[src/rtl/sst_pkg.sv]
// Shared types, sizes and codes for the sorted sparse term accumulator.
// No dependencies; imported by every module of the block.
package sst_pkg;

    localparam int CAPACITY  = 64;
    localparam int IDX_W     = (CAPACITY > 1) ? $clog2(CAPACITY) : 1;
    localparam int IDXC_W    = IDX_W + 1;
    localparam int CNT_W     = $clog2(CAPACITY + 1);
    localparam int RIDX_W    = 6;
    localparam int RCMP_W    = (IDX_W > RIDX_W) ? IDX_W : RIDX_W;
    localparam int GROUP     = 8;
    localparam int NGROUP    = (CAPACITY + GROUP - 1) / GROUP;

    localparam logic OP_INSERT = 1'b0;
    localparam logic OP_READ   = 1'b1;

    typedef enum logic [2:0] {
        ST_INSERTED  = 3'd0,
        ST_COMBINED  = 3'd1,
        ST_CANCELLED = 3'd2,
        ST_ZERO      = 3'd3,
        ST_FULL      = 3'd4,
        ST_READ_OK   = 3'd5,
        ST_READ_OOR  = 3'd6
    } status_t;

    typedef enum logic [1:0] {
        ACT_NONE,
        ACT_INS,
        ACT_UPD,
        ACT_DEL
    } act_t;

    typedef struct packed {
        logic               operation;
        logic signed [31:0] coeff;
        logic [15:0]        exp_first;
        logic [15:0]        exp_second;
        logic [5:0]         read_index;
    } in_t;

    typedef struct packed {
        status_t            status;
        logic [6:0]         term_count;
        logic               is_empty;
        logic signed [31:0] out_coeff;
        logic [15:0]        out_exp_first;
        logic [15:0]        out_exp_second;
    } out_t;

    typedef struct packed {
        logic signed [31:0] coeff;
        logic [15:0]        ef;
        logic [15:0]        es;
    } term_t;

    typedef struct packed {
        logic  hit;
        logic  zero;
        term_t term;
    } red_t;

    typedef struct packed {
        logic              cmp;
        logic              apply;
        act_t              act;
        logic              rd;
        term_t             key;
        logic [RIDX_W-1:0] ridx;
        logic [CNT_W-1:0]  count;
    } ctl_t;

endpackage

[src/rtl/sst_cell.sv]
// One slot of the sorted term chain: compares its term with the broadcast key,
// then keeps, updates or shifts from a neighbor. Depends on sst_pkg.
module sst_cell (
    input  logic                        aclk,
    input  sst_pkg::ctl_t               ctl,
    input  logic [sst_pkg::IDX_W-1:0]   cell_idx,
    input  logic                        prev_less,
    input  sst_pkg::term_t              left_term,
    input  sst_pkg::term_t              right_term,
    output sst_pkg::term_t              term,
    output logic                        less,
    output sst_pkg::red_t               red
);
    import sst_pkg::*;

    term_t              term_reg, term_next;
    logic               less_reg;
    logic               sel_reg;
    logic signed [31:0] sum_reg;

    logic               valid;
    logic               key_less;
    logic               key_eq;
    logic               idx_eq;
    logic signed [32:0] sum_wide;
    logic signed [31:0] sum_sat;
    logic               at_pos;
    logic               after_pos;

    assign valid    = {1'b0, cell_idx} < IDXC_W'(ctl.count);
    assign key_less = (term_reg.ef < ctl.key.ef) ||
                      ((term_reg.ef == ctl.key.ef) && (term_reg.es < ctl.key.es));
    assign key_eq   = (term_reg.ef == ctl.key.ef) && (term_reg.es == ctl.key.es);
    assign idx_eq   = RCMP_W'(cell_idx) == RCMP_W'(ctl.ridx);

    assign sum_wide = {term_reg.coeff[31], term_reg.coeff} + {ctl.key.coeff[31], ctl.key.coeff};
    always_comb begin
        if (sum_wide[32] != sum_wide[31]) begin
            sum_sat = sum_wide[32] ? 32'sh8000_0000 : 32'sh7FFF_FFFF;
        end else begin
            sum_sat = sum_wide[31:0];
        end
    end

    assign at_pos    = !less_reg && prev_less;
    assign after_pos = !less_reg && !prev_less;

    always_comb begin
        term_next = term_reg;
        if (ctl.apply) begin
            case (ctl.act)
                ACT_INS: begin
                    if (at_pos) begin
                        term_next = ctl.key;
                    end else if (after_pos) begin
                        term_next = left_term;
                    end
                end
                ACT_UPD: begin
                    if (sel_reg) begin
                        term_next.coeff = sum_reg;
                    end
                end
                ACT_DEL: begin
                    if (at_pos || after_pos) begin
                        term_next = right_term;
                    end
                end
                default: term_next = term_reg;
            endcase
        end
    end

    always_ff @(posedge aclk) begin
        term_reg <= term_next;
        if (ctl.cmp) begin
            less_reg <= valid && key_less;
            sel_reg  <= valid && (ctl.rd ? idx_eq : key_eq);
            sum_reg  <= sum_sat;
        end
    end

    always_comb begin
        red = '0;
        if (sel_reg) begin
            red.hit  = 1'b1;
            red.zero = !ctl.rd && (sum_reg == 32'sd0);
            red.term = ctl.rd ? term_reg
                              : term_t'{coeff: sum_reg, ef: term_reg.ef, es: term_reg.es};
        end
    end

    assign term = term_reg;
    assign less = less_reg;

endmodule

[config.mk]
export PLATFORM = sky130hd
export DESIGN_NAME = sst_cell
export DESIGN_NICKNAME = d
export VERILOG_FILES = /design/src/rtl/sst_pkg.sv /design/src/rtl/sst_cell.sv
export SDC_FILE = /design/constraint.sdc
export NUM_CORES = 1
export LEC_CHECK = 0
export BUFFER_PORTS_ARGS = -buffer_cell sky130_fd_sc_hd__clkbuf_2
export CAP_MARGIN = 15
export CORE_MARGIN = 4
export CORE_UTILIZATION = 55
export CTS_BUF_LIST = sky130_fd_sc_hd__clkbuf_16
export DETAILED_ROUTE_END_ITERATION = 10
export PLACE_DENSITY = 0.88
export SYNTH_ARGS = -nofsm -noshare
export SYNTH_HDL_FRONTEND = slang
export SYNTH_SLANG_ARGS = --single-unit
[constraint.sdc]
create_clock -name aclk -period 9.2 [get_ports aclk]
set_input_delay 1.84 -clock aclk [delete_from_list [all_inputs] [get_ports aclk]]
set_output_delay 1.84 -clock aclk [all_outputs]
set_load 0.005 [all_outputs]
---- Yosys cells after proc, flatten, opt, wreduce, memory -nomap -nowiden ----
Cells that the tools add are included.
W data, S select, Z words.
word-level totals
  flip-flop bits (word level) ............. 98
  bits of input ports ..................... 218
  output and inout bits ................... 131
  word-level logic and storage cells ...... 48
cells by class
  add/subtract/negate cells ............... 1
  magnitude comparators ................... 3
  equality and inequality tests ........... 10
  multiplexer cells ....................... 11
  reductions and logical operators ........ 17
operators by type and width
  kind                  count
  $mux W64              4
  $mux W32              3
  $pmux W32 S3          1
  $mux W66              1
  $pmux W32 S2          1
  $add A32 B32 Y33      1
  $eq A16 B16 Y1        2
  $logic_not A32 Y1     1
  $lt A16 B16 Y1        2
  $logic_and A1 B1 Y1   7
  $lt A6 B7 Y1          1
  $eq A6 B6 Y1          1
  $reduce_and A5 Y1     1
  $eq A2 B2 Y1 const B  2
  $ne A2 B2 Y1 const B  2
  $reduce_and A4 Y1     1
  $logic_not A1 Y1      3
  $ne A3 B3 Y1 const B  1
  $reduce_bool A3 Y1    1
  $eq A2 B1 Y1 const B  1
  $logic_or A1 B1 Y1    2
  $reduce_bool A2 Y1    1
  $mux W1               1
  $ne A1 B1 Y1          1

---- Depth between registers and ports, before layout ----
Gate-level depths: netlist (run 1).
  depth after elaboration ................. 5
  mapped depth ............................ 14
  mapped depth without buffers ............ 12

---- Worst setup path before layout (run 1) ----
No wires, ideal clock.
  path type ............................... input port to output port
  from .................................... in ctl[77] (netlist bit)
  to ...................................... out red[35] (netlist bit)
  arrival time ............................ 2873 ps
  data required time ...................... 7360 ps
  path slack .............................. 4487 ps
  stages on the path ...................... 4
  path through ............................ clkbuf_1 clkbuf_1 mux2i_1 nor2b_1
RTL lines
  item                RTL line        text
  start: declaration  sst_cell.sv:5   input sst_pkg::ctl_t ctl,
  end: declaration    sst_cell.sv:12  output sst_pkg::red_t red

---- Final worst setup path (run 1) ----
  from .................................... in ctl[45] (netlist bit)
  to ...................................... reg sum_reg[29], data pin
on the way
  longest elaborated chain between the ends .. 3
  elaborated cells on any way between the ends .. 4
  classes of those cells .................. add/sub (1); eq/ne (1); mux (2)
ends and longest elaborated chain
  item                                             RTL line                        text
  $add A32 B32 Y33 (*)                             sst_cell.sv:36                  assign sum_wide = {term_reg.coeff[31], term_reg.coeff} + {ctl.key.coeff[31], ctl.key.coeff};
  $mux W32 / $ne A1 B1 Y1 (equally long branches)  sst_cell.sv:39, sst_cell.sv:38
  $mux W32 (*)                                     sst_cell.sv:38                  if (sum_wide[32] != sum_wide[31]) begin
  net sum_sat[29]                                  sst_cell.sv:26                  logic signed [31:0] sum_sat;
  end signal: assignment                           sst_cell.sv:79                  sum_reg <= sum_sat;
  end: declaration                                 sst_cell.sv:19                  logic signed [31:0] sum_reg;
Mark *: on every way through the listed nets, which the timed path passes. The rest lies on a longest branch.
A chain may end at the register's enable or synchronous reset.

==> results of run 1 <==
==> cells by family after synthesis <==
| logic type | Yosys count | synth area share [%] |
|---|---|---|
| and+or+nand+nor | 292 | 17.4 |
| AOI/OAI and AO/OA | 289 | 20.7 |
| DFF | 98 | 32.6 |
| adders and majority gates | 71 | 9.91 |
| buffers and inverters | 119 | 5.61 |
| muxes | 100 | 11.1 |
| xor gates and xnor gates | 28 | 2.72 |
==> area by class of cell <==
class                      instances  area [sq um]
clock buffer                       9           225
clock inverter                     7          46.3
fill                            1296          4950
inverter                          47           176
multi-input combinational        780          5590
sequential                        98          2940
tap                              216           270
timing repair buffer             356          1800
==> metrics by stage <==
stage	cell area (sq um)	hold slack [ps]	utilization, %
3_3_place_gp	10800	671	67.4
5_1_grt	11100	749	69.1
2_1_floorplan	9030	628	-
4_1_cts	11100	695	69.1
3_5_place_dp	10800	677	67.4
6_report	11100	700	69.1
==> routing by layer <==
metal / vias up / part of all wire [%] / wire length (microns) / GRT usage [%]
met4: 0 / 2.7 / 779 / 10.4
met2: 521 / 46 / 13400 / 48.7
met1: 4159 / 42 / 12200 / 41.8
met5: - / 0 / 0 / 0
met3: 61 / 9.3 / 2700 / 5.66
li1: 4272 / - / - / -
==> power groups by stage <==
stage	Clock, mW	Sequential [mW]	Combinational, mW
6_report	0.366	0.601	0.517
5_1_grt	0.388	0.604	0.572
4_1_cts	0.369	0.598	0.511
3_5_place_dp	0	0.608	0.508
3_3_place_gp	0	0.607	0.491
2_1_floorplan	0	0.588	0.350
==> placed cells by master, fill, tap and decap left out, types with 14 or more instances in the layout <==
master / instances
inv_1: 48
mux2i_1: 99
nor2_1: 29
edfxtp_1: 98
nor3_1: 14
a21oi_1: 86
nor2b_1: 76
xnor2_1: 16
o21ai_1: 14
a211oi_1: 46
o21ai_0: 46
ha_1: 69
nand4_1: 15
clkbuf_2: 348
a21o_1: 28
nand2_1: 71
and2_1: 34
==> critical path: cells and delay by family <==
family / cells / cell delay (ps)
simple gates: 4 / 1410
buf+inv: 2 / 140
fa+ha+maj: 2 / 550
compound gates: 5 / 1440
==> worst min-delay path by stage <==
stage	startpoint	endpoint	slack, ps	cells past startpoint
floorplan	sum_reg[15]$_DFFE_PP_	term[47]$_DFFE_PP_	630	2
global placement	sum_reg[16]$_DFFE_PP_	term[48]$_DFFE_PP_	670	2
detailed placement	sum_reg[16]$_DFFE_PP_	term[48]$_DFFE_PP_	680	2
CTS	sum_reg[16]$_DFFE_PP_	term[48]$_DFFE_PP_	700	2
global route	sum_reg[16]$_DFFE_PP_	term[48]$_DFFE_PP_	750	2
finish	sum_reg[16]$_DFFE_PP_	term[48]$_DFFE_PP_	700	2
==> results.txt, run 1 <==
synthesized instance count = 997
setup skew after layout = 10.1 ps
Max-slew headroom = 30.6%
Distinct cells, synth = 69
layout cells sized above 1 = 30.1%
WS Path Type = input port to flop
Synth async-reset ratio = 0%
Slew Limit Fails = 0
Mapped Area = 9030 sq um
worst setup path endpoint = sum_reg[29]$_DFFE_PP_
area of the core = 16,000 sq um
Final ANT Viol Nets = 0
Worst R2R Setup Slack = 5090 ps
Vias per Instance = 5.96
r2r startpoint = term[32]$_DFFE_PP_
Area contributors post-synth = edfxtp_1, mux2i_1, ha_1
Clk Latency, worst-skew pair = 350 ps
first-pass GRT wire length = 44,700 microns
mean post-synth cell area = 9.06 sq um
fin crit period = 5300 ps
Via Count = 9,013
logic gate share of total power = 34.8%
CTS tree = done
synth cell count leaders = mux2i_1, edfxtp_1, a21oi_1, nor2b_1, nand2_1
Max Cap Viol = 0
Initial Util = 56.4%
Detailed Route WL = 29,100 microns
P&R area growth vs syn = 22.4%
# port buffers = 348
area leader, netlist = edfxtp_1
Die X = 136 microns
count leader, synth = mux2i_1
Slew @ Worst Pin = 1040 ps
Flop pwr share = 40.5%
non-filler instance count after layout = 1,513
H-tree depth = 3
P_sw = 0.517 mW
largest net degree at the start of global routing = 67
Placed Cells = 1,497
Hold Crit Class = flop to flop
top_reg_cell synth = edfxtp_1
total global routing overflow = 0
cell internal pwr = 0.966 mW
initial antenna violation count = 0
Worst Setup End Kind = flop
EDFF count, synth = 98
CTS resizes = 0
clock sinks = 98
max FFs per register = 64
Sw Ratio = 34.9%
final worst slack = 3900 ps
Power per Cell Area = 134 nW/um^2
Clock Tree Root = clkbuf_16
Crit path required time = 9300 ps
Post-CTS Setup Bufs = 0
io pins = 349
Critical Path Start = ctl[45]
vias in the first global route = 8,525
RR Endpoint = sum_reg[29]$_DFFE_PP_
Syn Nets = 1,285
post-DR wirelength/cell = 19.2 microns
Worst Reg-to-Reg Cells = 12
DRT Pass-1 Iters = 5
CP Launch Type = input port
nets@finish = 1,580
Crit path largest cell delay = 810 ps
# DRC = 0
register bit total from synthesis = 98
f_max = 189 MHz
Yosys top cell area share = 32.6%
Clock Pin Slew Worst Setup and Hold Paths = 70 ps
Crit-path slowest cell = nor2_2
drt initial violations = 862
clk buf depth = 2
Tot GR Track Use = 30.5%
Max VDD drop = 88.1 uV
Post-Place Worst Slack = 3680 ps
Clock power frac = 24.7%
Leak = 5.13 nW
RD Place Congestion = 0.944
sequential area share after synthesis = 32.6%
Die H = 136 microns
Synth Warn # = 0
setup violators final = 0
CP max FO = 23
Worst EP arrival = 5400 ps
cts bufs inserted = 9
crit-path cells = clkbuf_2, ha_1, inv_1, fa_1, nand2b_1, a21oi_1, o2111ai_1, nand3b_1, a21oi_2, o31a_2, nor2_2, nor3_1, o32a_1
n_diodes = 0
RSZ-0062 raised after global routing = false
Final Hold Vio Count = 0
final setup TNS = 0 ps
status = completed
fin crit share = 57.6%
# hold bufs at CTS = 0
die area = 18,500 sq um
HPWL after DPL = 22,400 microns
post-layout total power = 1.48 mW
Site Rows = 46
(Power assumes the default switching activity.)
==> run 2, diff against run 1 <==
- CORE_UTILIZATION: 55 -> 51
- PLACE_DENSITY: 0.88 -> 0.82
- clock period: 9.2 -> 5.4 ns (I/O delays scaled with it)
==> run 2 against run 1 <==
  * Register-to-register slack worse by 3600 ps
  * Total power increased by 74%
  * Sequential power grew 71%
  * Clock-buffer cell count unchanged
  * Design area rose by 0.39%
  * Worst hold slack gained 3.3 ps
  * Via count decreased by 1.7%
==> results.txt, run 2 (same netlist as run 1, synthesis figures left out) <==
n_diodes = 0
Clock Tree Root = clkbuf_16
Final Hold Vio Count = 0
Slew @ Worst Pin = 1000 ps
# hold bufs at CTS = 0
placed cell areas = 10,800 sq um
Site Rows = 48
Worst Setup End Kind = flop
cts bufs inserted = 9
Vias per Instance = 5.81
Worst R2R Setup Slack = 1470 ps
status = completed
Die H = 141 microns
initial antenna violation count = 0
f_max = 233 MHz
die area = 19,900 sq um
Max-slew headroom = 33.1%
Post-CTS Setup Bufs = 0
DRT Pass-1 Iters = 5
Detailed Route WL = 29,300 microns
WS Path Type = input port to flop
Initial Util = 52.2%
RD Place Congestion = 0.938
fin crit period = 4290 ps
clk buf depth = 2
Hold Slack = 703 ps
Die X = 141 microns
Power per Cell Area = 232 nW/um^2
setup violators final = 0
RSZ-0062 raised after global routing = false
Clk Latency, worst-skew pair = 350 ps
final core occ = 64.1%
cell mode on critical path = nor3_1
final worst slack = 1110 ps
vias in the first global route = 8,568
Post-Place Worst Slack = 825 ps
max FFs per register = 64
clock sinks = 98
Final ANT Viol Nets = 0
post-route cell area = 11,100 sq um
Leak = 5.15 nW
setup skew after layout = 7.41 ps
Tot GR Track Use = 28.5%
CP Launch Type = input port
Via Count = 8,856
post-DR wirelength/cell = 19.2 microns
Crit-path slowest cell = and2_1
most frequent cells in the layout = clkbuf_2, mux2i_1, edfxtp_1
final setup TNS = 0 ps
nets@finish = 1,581
total global routing overflow = 0
# DRC = 0
crit-path cells = clkbuf_2, ha_1, a21oi_1, o21ai_0, nor3_1, o41ai_1, o41a_1, and2_1, nor3_1, o32a_1
CTS tree = done
HPWL after DPL = 23,000 microns
Clock Pin Slew Worst Setup and Hold Paths = 70 ps
Hold Crit Class = flop to flop
# port buffers = 348
Worst EP arrival = 4400 ps
Slew Limit Fails = 0
Max Cap Viol = 0
Max VDD drop = 169 uV
H-tree depth = 3
largest net degree at the start of global routing = 67
fin crit share = 79.4%
area of the core = 17,300 sq um
drt initial violations = 648
layout cells sized above 1 = 30.0%
CTS resizes = 0
P&R area growth vs syn = 22.9%
io pins = 349
CP max FO = 24
commonest non-fill, non-tap cell in the layout = clkbuf_2
Crit path largest cell delay = 870 ps
first-pass GRT wire length = 45,300 microns
Crit path required time = 5510 ps
## run 2: cell types whose count changed in the layout (fill, tap and decap cells not counted)
cell	change
buf_4	+1
bufinv_16	+1
clkinv_1	+1
clkinv_2	-2
## run 2: layout make-up
cell class                 instances  area (sq um)
sequential                        98          2940
clock inverter                     7          70.1
multi-input combinational        780          5590
clock buffer                       9           225
fill                            1465          6200
tap                              225           282
inverter                          47           176
timing repair buffer             357          1810
## run 2: power breakdown
group / total (mW) / leakage (nW) / internal [mW] / switching, mW
Sequential: 1.03 / 0.922 / 0.946 / 0.0806
Clock: 0.673 / 0.141 / 0.359 / 0.313
Combinational: 0.878 / 4.08 / 0.388 / 0.490
## run 2: final timing paths
check / cells past startpoint / to / from
worst min-delay path: 2 / term[47]$_DFFE_PP_ / sum_reg[15]$_DFFE_PP_
worst max register to register: 9 / sum_reg[29]$_DFFE_PP_ / term[48]$_DFFE_PP_
worst max-delay path: 10 / sum_reg[29]$_DFFE_PP_ / ctl[61]
worst min register to register: 2 / term[47]$_DFFE_PP_ / sum_reg[15]$_DFFE_PP_
## run 2: metrics by stage
| stage | cells | total power [mW] |
|---|---|---|
| floorplan | 997 | 1.60 |
| global placement | 1507 | 1.88 |
| detailed placement | 1507 | 1.91 |
| CTS | 1523 | 2.57 |
| global route | 1523 | 2.71 |
| finish | 1523 | 2.58 |
## run 2: critical path, delay by kind of cell
| kind | cells | cell delay (ps) |
|---|---|---|
| AOI/OAI and AO/OA | 5 | 1690 |
| adders and majority gates | 1 | 450 |
| buffers and inverters | 1 | 100 |
| and+or+nand+nor | 3 | 1090 |
## run 2: routing by layer
layer | GRT usage [%] | wire length [microns] | vias up
met2 | 47.3 | 13800 | 430
met3 | 5.12 | 2350 | 56
met4 | 8.21 | 725 | 0
met5 | 0 | 0 | -
met1 | 38.1 | 12400 | 4103
li1 | - | - | 4267
==> run 3, diff against run 2 <==
- ABC_AREA: default -> 1
- CORE_UTILIZATION: 51 -> 50
- PLACE_DENSITY: 0.82 -> 0.81
- clock period: 5.4 -> 4.1 ns (I/O delays scaled with it)
==> run 3 against run 2 <==
  * Worst setup slack worse by 100 ps
  * Design area is 0.60% lower
  * Sequential cell count stayed put
  * Worst hold slack worse by 63 ps
  * Clock skew is 1.2 ps higher
  * Core utilization is 0.38 points lower
  * Largest power group unchanged
  * Final cell count is 18% higher
  * Synthesized area is 2.2% lower
  * Sequential power is 27% higher
  * Routed wire length is 10% higher
  * Register-to-register slack worse by 40 ps
  * Clock-buffer cell count stayed put
  * Critical endpoint is now red[64]
==> results.txt, run 3 <==
Worst Reg-to-Reg Cells = 15
hold path start = sum_reg[25]$_DFFE_PP_
Clock Pin Slew Worst Setup and Hold Paths = 70 ps
Distinct cells, synth = 41
cts bufs inserted = 9
clock sinks = 98
Initial Util = 51.1%
total global routing overflow = 0
Die H = 141 microns
Site Rows = 48
# hold bufs at CTS = 0
EDFF count, synth = 98
Crit path required time = 3280 ps
Hold Crit Class = flop to flop
Mapped Area = 8830 sq um
DRT Pass-1 Iters = 6
vias in the first global route = 9,704
CTS tree = done
area leader, netlist = edfxtp_1
Synth async-reset ratio = 0%
Crit-path slowest cell = nor4_1
Final ANT Viol Nets = 0
status = completed
Max-slew headroom = 35.2%
Worst EP arrival = 2270 ps
RD Place Congestion = 0.984
mean post-synth cell area = 7.11 sq um
Worst R2R Setup Slack = 1430 ps
Post-CTS Setup Bufs = 0
RR Endpoint = sum_reg[12]$_DFFE_PP_
CP max FO = 3
crit-path cells = inv_1, nand4_1, nor4_1, nand3_1, nor4_1, clkbuf_2
WS Path Type = flop to output pin
Max Cap Viol = 0
initial antenna violation count = 0
top_reg_cell synth = edfxtp_1
post-route cell area = 11,000 sq um
RSZ-0062 raised after global routing = false
count leader, synth = nand2_1
WHS Endpoint = term[57]$_DFFE_PP_
Area contributors post-synth = edfxtp_1, nand2_1, ha_1
# DRC = 0
sequential area share after synthesis = 33.3%
fin crit share = 75.4%
Hold Slack = 640 ps
Power per Cell Area = 303 nW/um^2
area of the core = 17,300 sq um
Yosys top cell area share = 33.3%
Tot GR Track Use = 31.7%
register bit total from synthesis = 98
Slew @ Worst Pin = 972 ps
Via Count = 9,910
Worst Setup End Kind = output pin
final core occ = 63.8%
clk buf depth = 2
HPWL after DPL = 25,700 microns
largest net degree at the start of global routing = 66
first-pass GRT wire length = 50,600 microns
Slew Limit Fails = 0
number of fill cells in the layout = 1,566
most frequent cells in the layout = clkbuf_2, nand2_1, inv_1
CTS resizes = 0
setup violators final = 0
n_diodes = 0
synth cell count leaders = nand2_1, inv_1, nor2_1, edfxtp_1, a21oi_1
# port buffers = 348
final worst slack = 1010 ps
Final Hold Vio Count = 0
Crit path largest cell delay = 550 ps
final setup TNS = 0 ps
CP Launch Type = flop
H-tree depth = 3
Post-Place Worst Slack = 956 ps
Vias per Instance = 5.53
Clk Latency, worst-skew pair = 360 ps
r2r startpoint = term[32]$_DFFE_PP_
Detailed Route WL = 32,300 microns
Synth Warn # = 0
cell count of the worst hold path = 2
Leak = 5.93 nW
commonest non-fill, non-tap cell in the layout = clkbuf_2
max FFs per register = 64
placed cell areas = 10,700 sq um
setup skew after layout = 8.64 ps
f_max = 324 MHz
Syn Nets = 1,530
nets@finish = 1,851
die area = 19,900 sq um
Max VDD drop = 229 uV
drt initial violations = 979
fin crit period = 3090 ps
post-DR wirelength/cell = 18.0 microns
P&R area growth vs syn = 24.9%
synthesized instance count = 1,242
Clock Tree Root = clkbuf_16
Die X = 141 microns
cell mode on critical path = nor4_1
layout cells sized above 1 = 27.2%
io pins = 349
-- run 3: critical path, delay by kind of cell, from the launching register on --
family | cells | cell delay (ps)
buffers and inverters | 2 | 360
flip-flops | 1 | 380
AND/OR/NAND/NOR | 4 | 1180
-- run 3: cell families (layout without fill, tap and decap cells) --
| group | after synthesis | after routing | synth area share (%) |
|---|---|---|---|
| AO/OA/AOI/OAI | 241 | 241 | 16.4 |
| XOR/XNOR | 22 | 22 | 2.18 |
| adder cells (fa/ha/maj) | 70 | 70 | 10.0 |
| flip-flops | 98 | 98 | 33.3 |
| AND/OR/NAND/NOR | 582 | 582 | 27.8 |
| buffers and inverters | 229 | 555 | 10.2 |
-- run 3: how the worst max path moves through the flow --
stage,cells after the start,end,startpoint
after floorplan,4,term[32]$_DFFE_PP_,ctl[78]
after global placement,16,sum_reg[1]$_DFFE_PP_,ctl[45]
after detailed placement,18,sum_reg[0]$_DFFE_PP_,ctl[45]
after CTS,6,red[64],sum_reg[22]$_DFFE_PP_
after global routing,6,red[64],sum_reg[22]$_DFFE_PP_
final,6,red[64],sum_reg[22]$_DFFE_PP_
-- run 3: layer usage --
layer / up-vias / track usage, % / wire, microns
met5: - / 0 / 0
li1: 4774 / - / -
met4: 0 / 8.62 / 772
met2: 548 / 53.3 / 15200
met1: 4532 / 42.0 / 13300
met3: 56 / 5.94 / 3020
-- run 3: layout make-up --
cell class	count	area [sq um]	share of cell area (%)
sequential	98	2940	26.7
clock buffer	9	225	2.04
clock inverter	7	67.6	0.613
inverter	177	664	6.02
tap	225	282	2.55
timing repair buffer	362	1850	16.7
multi-input combinational	915	5000	45.3
-- run 3: report_power, final --
group	internal (mW)	switching, mW
Clock	0.473	0.412
Sequential	1.25	0.0626
Combinational	0.427	0.717
-- run 3: through the flow --
| stage | instances | power, mW |
|---|---|---|
| 2_1_floorplan | 1242 | 2.03 |
| 3_3_place_gp | 1777 | 2.43 |
| 3_5_place_dp | 1777 | 2.46 |
| 4_1_cts | 1793 | 3.33 |
| 5_1_grt | 1793 | 3.52 |
| 6_report | 1793 | 3.34 |
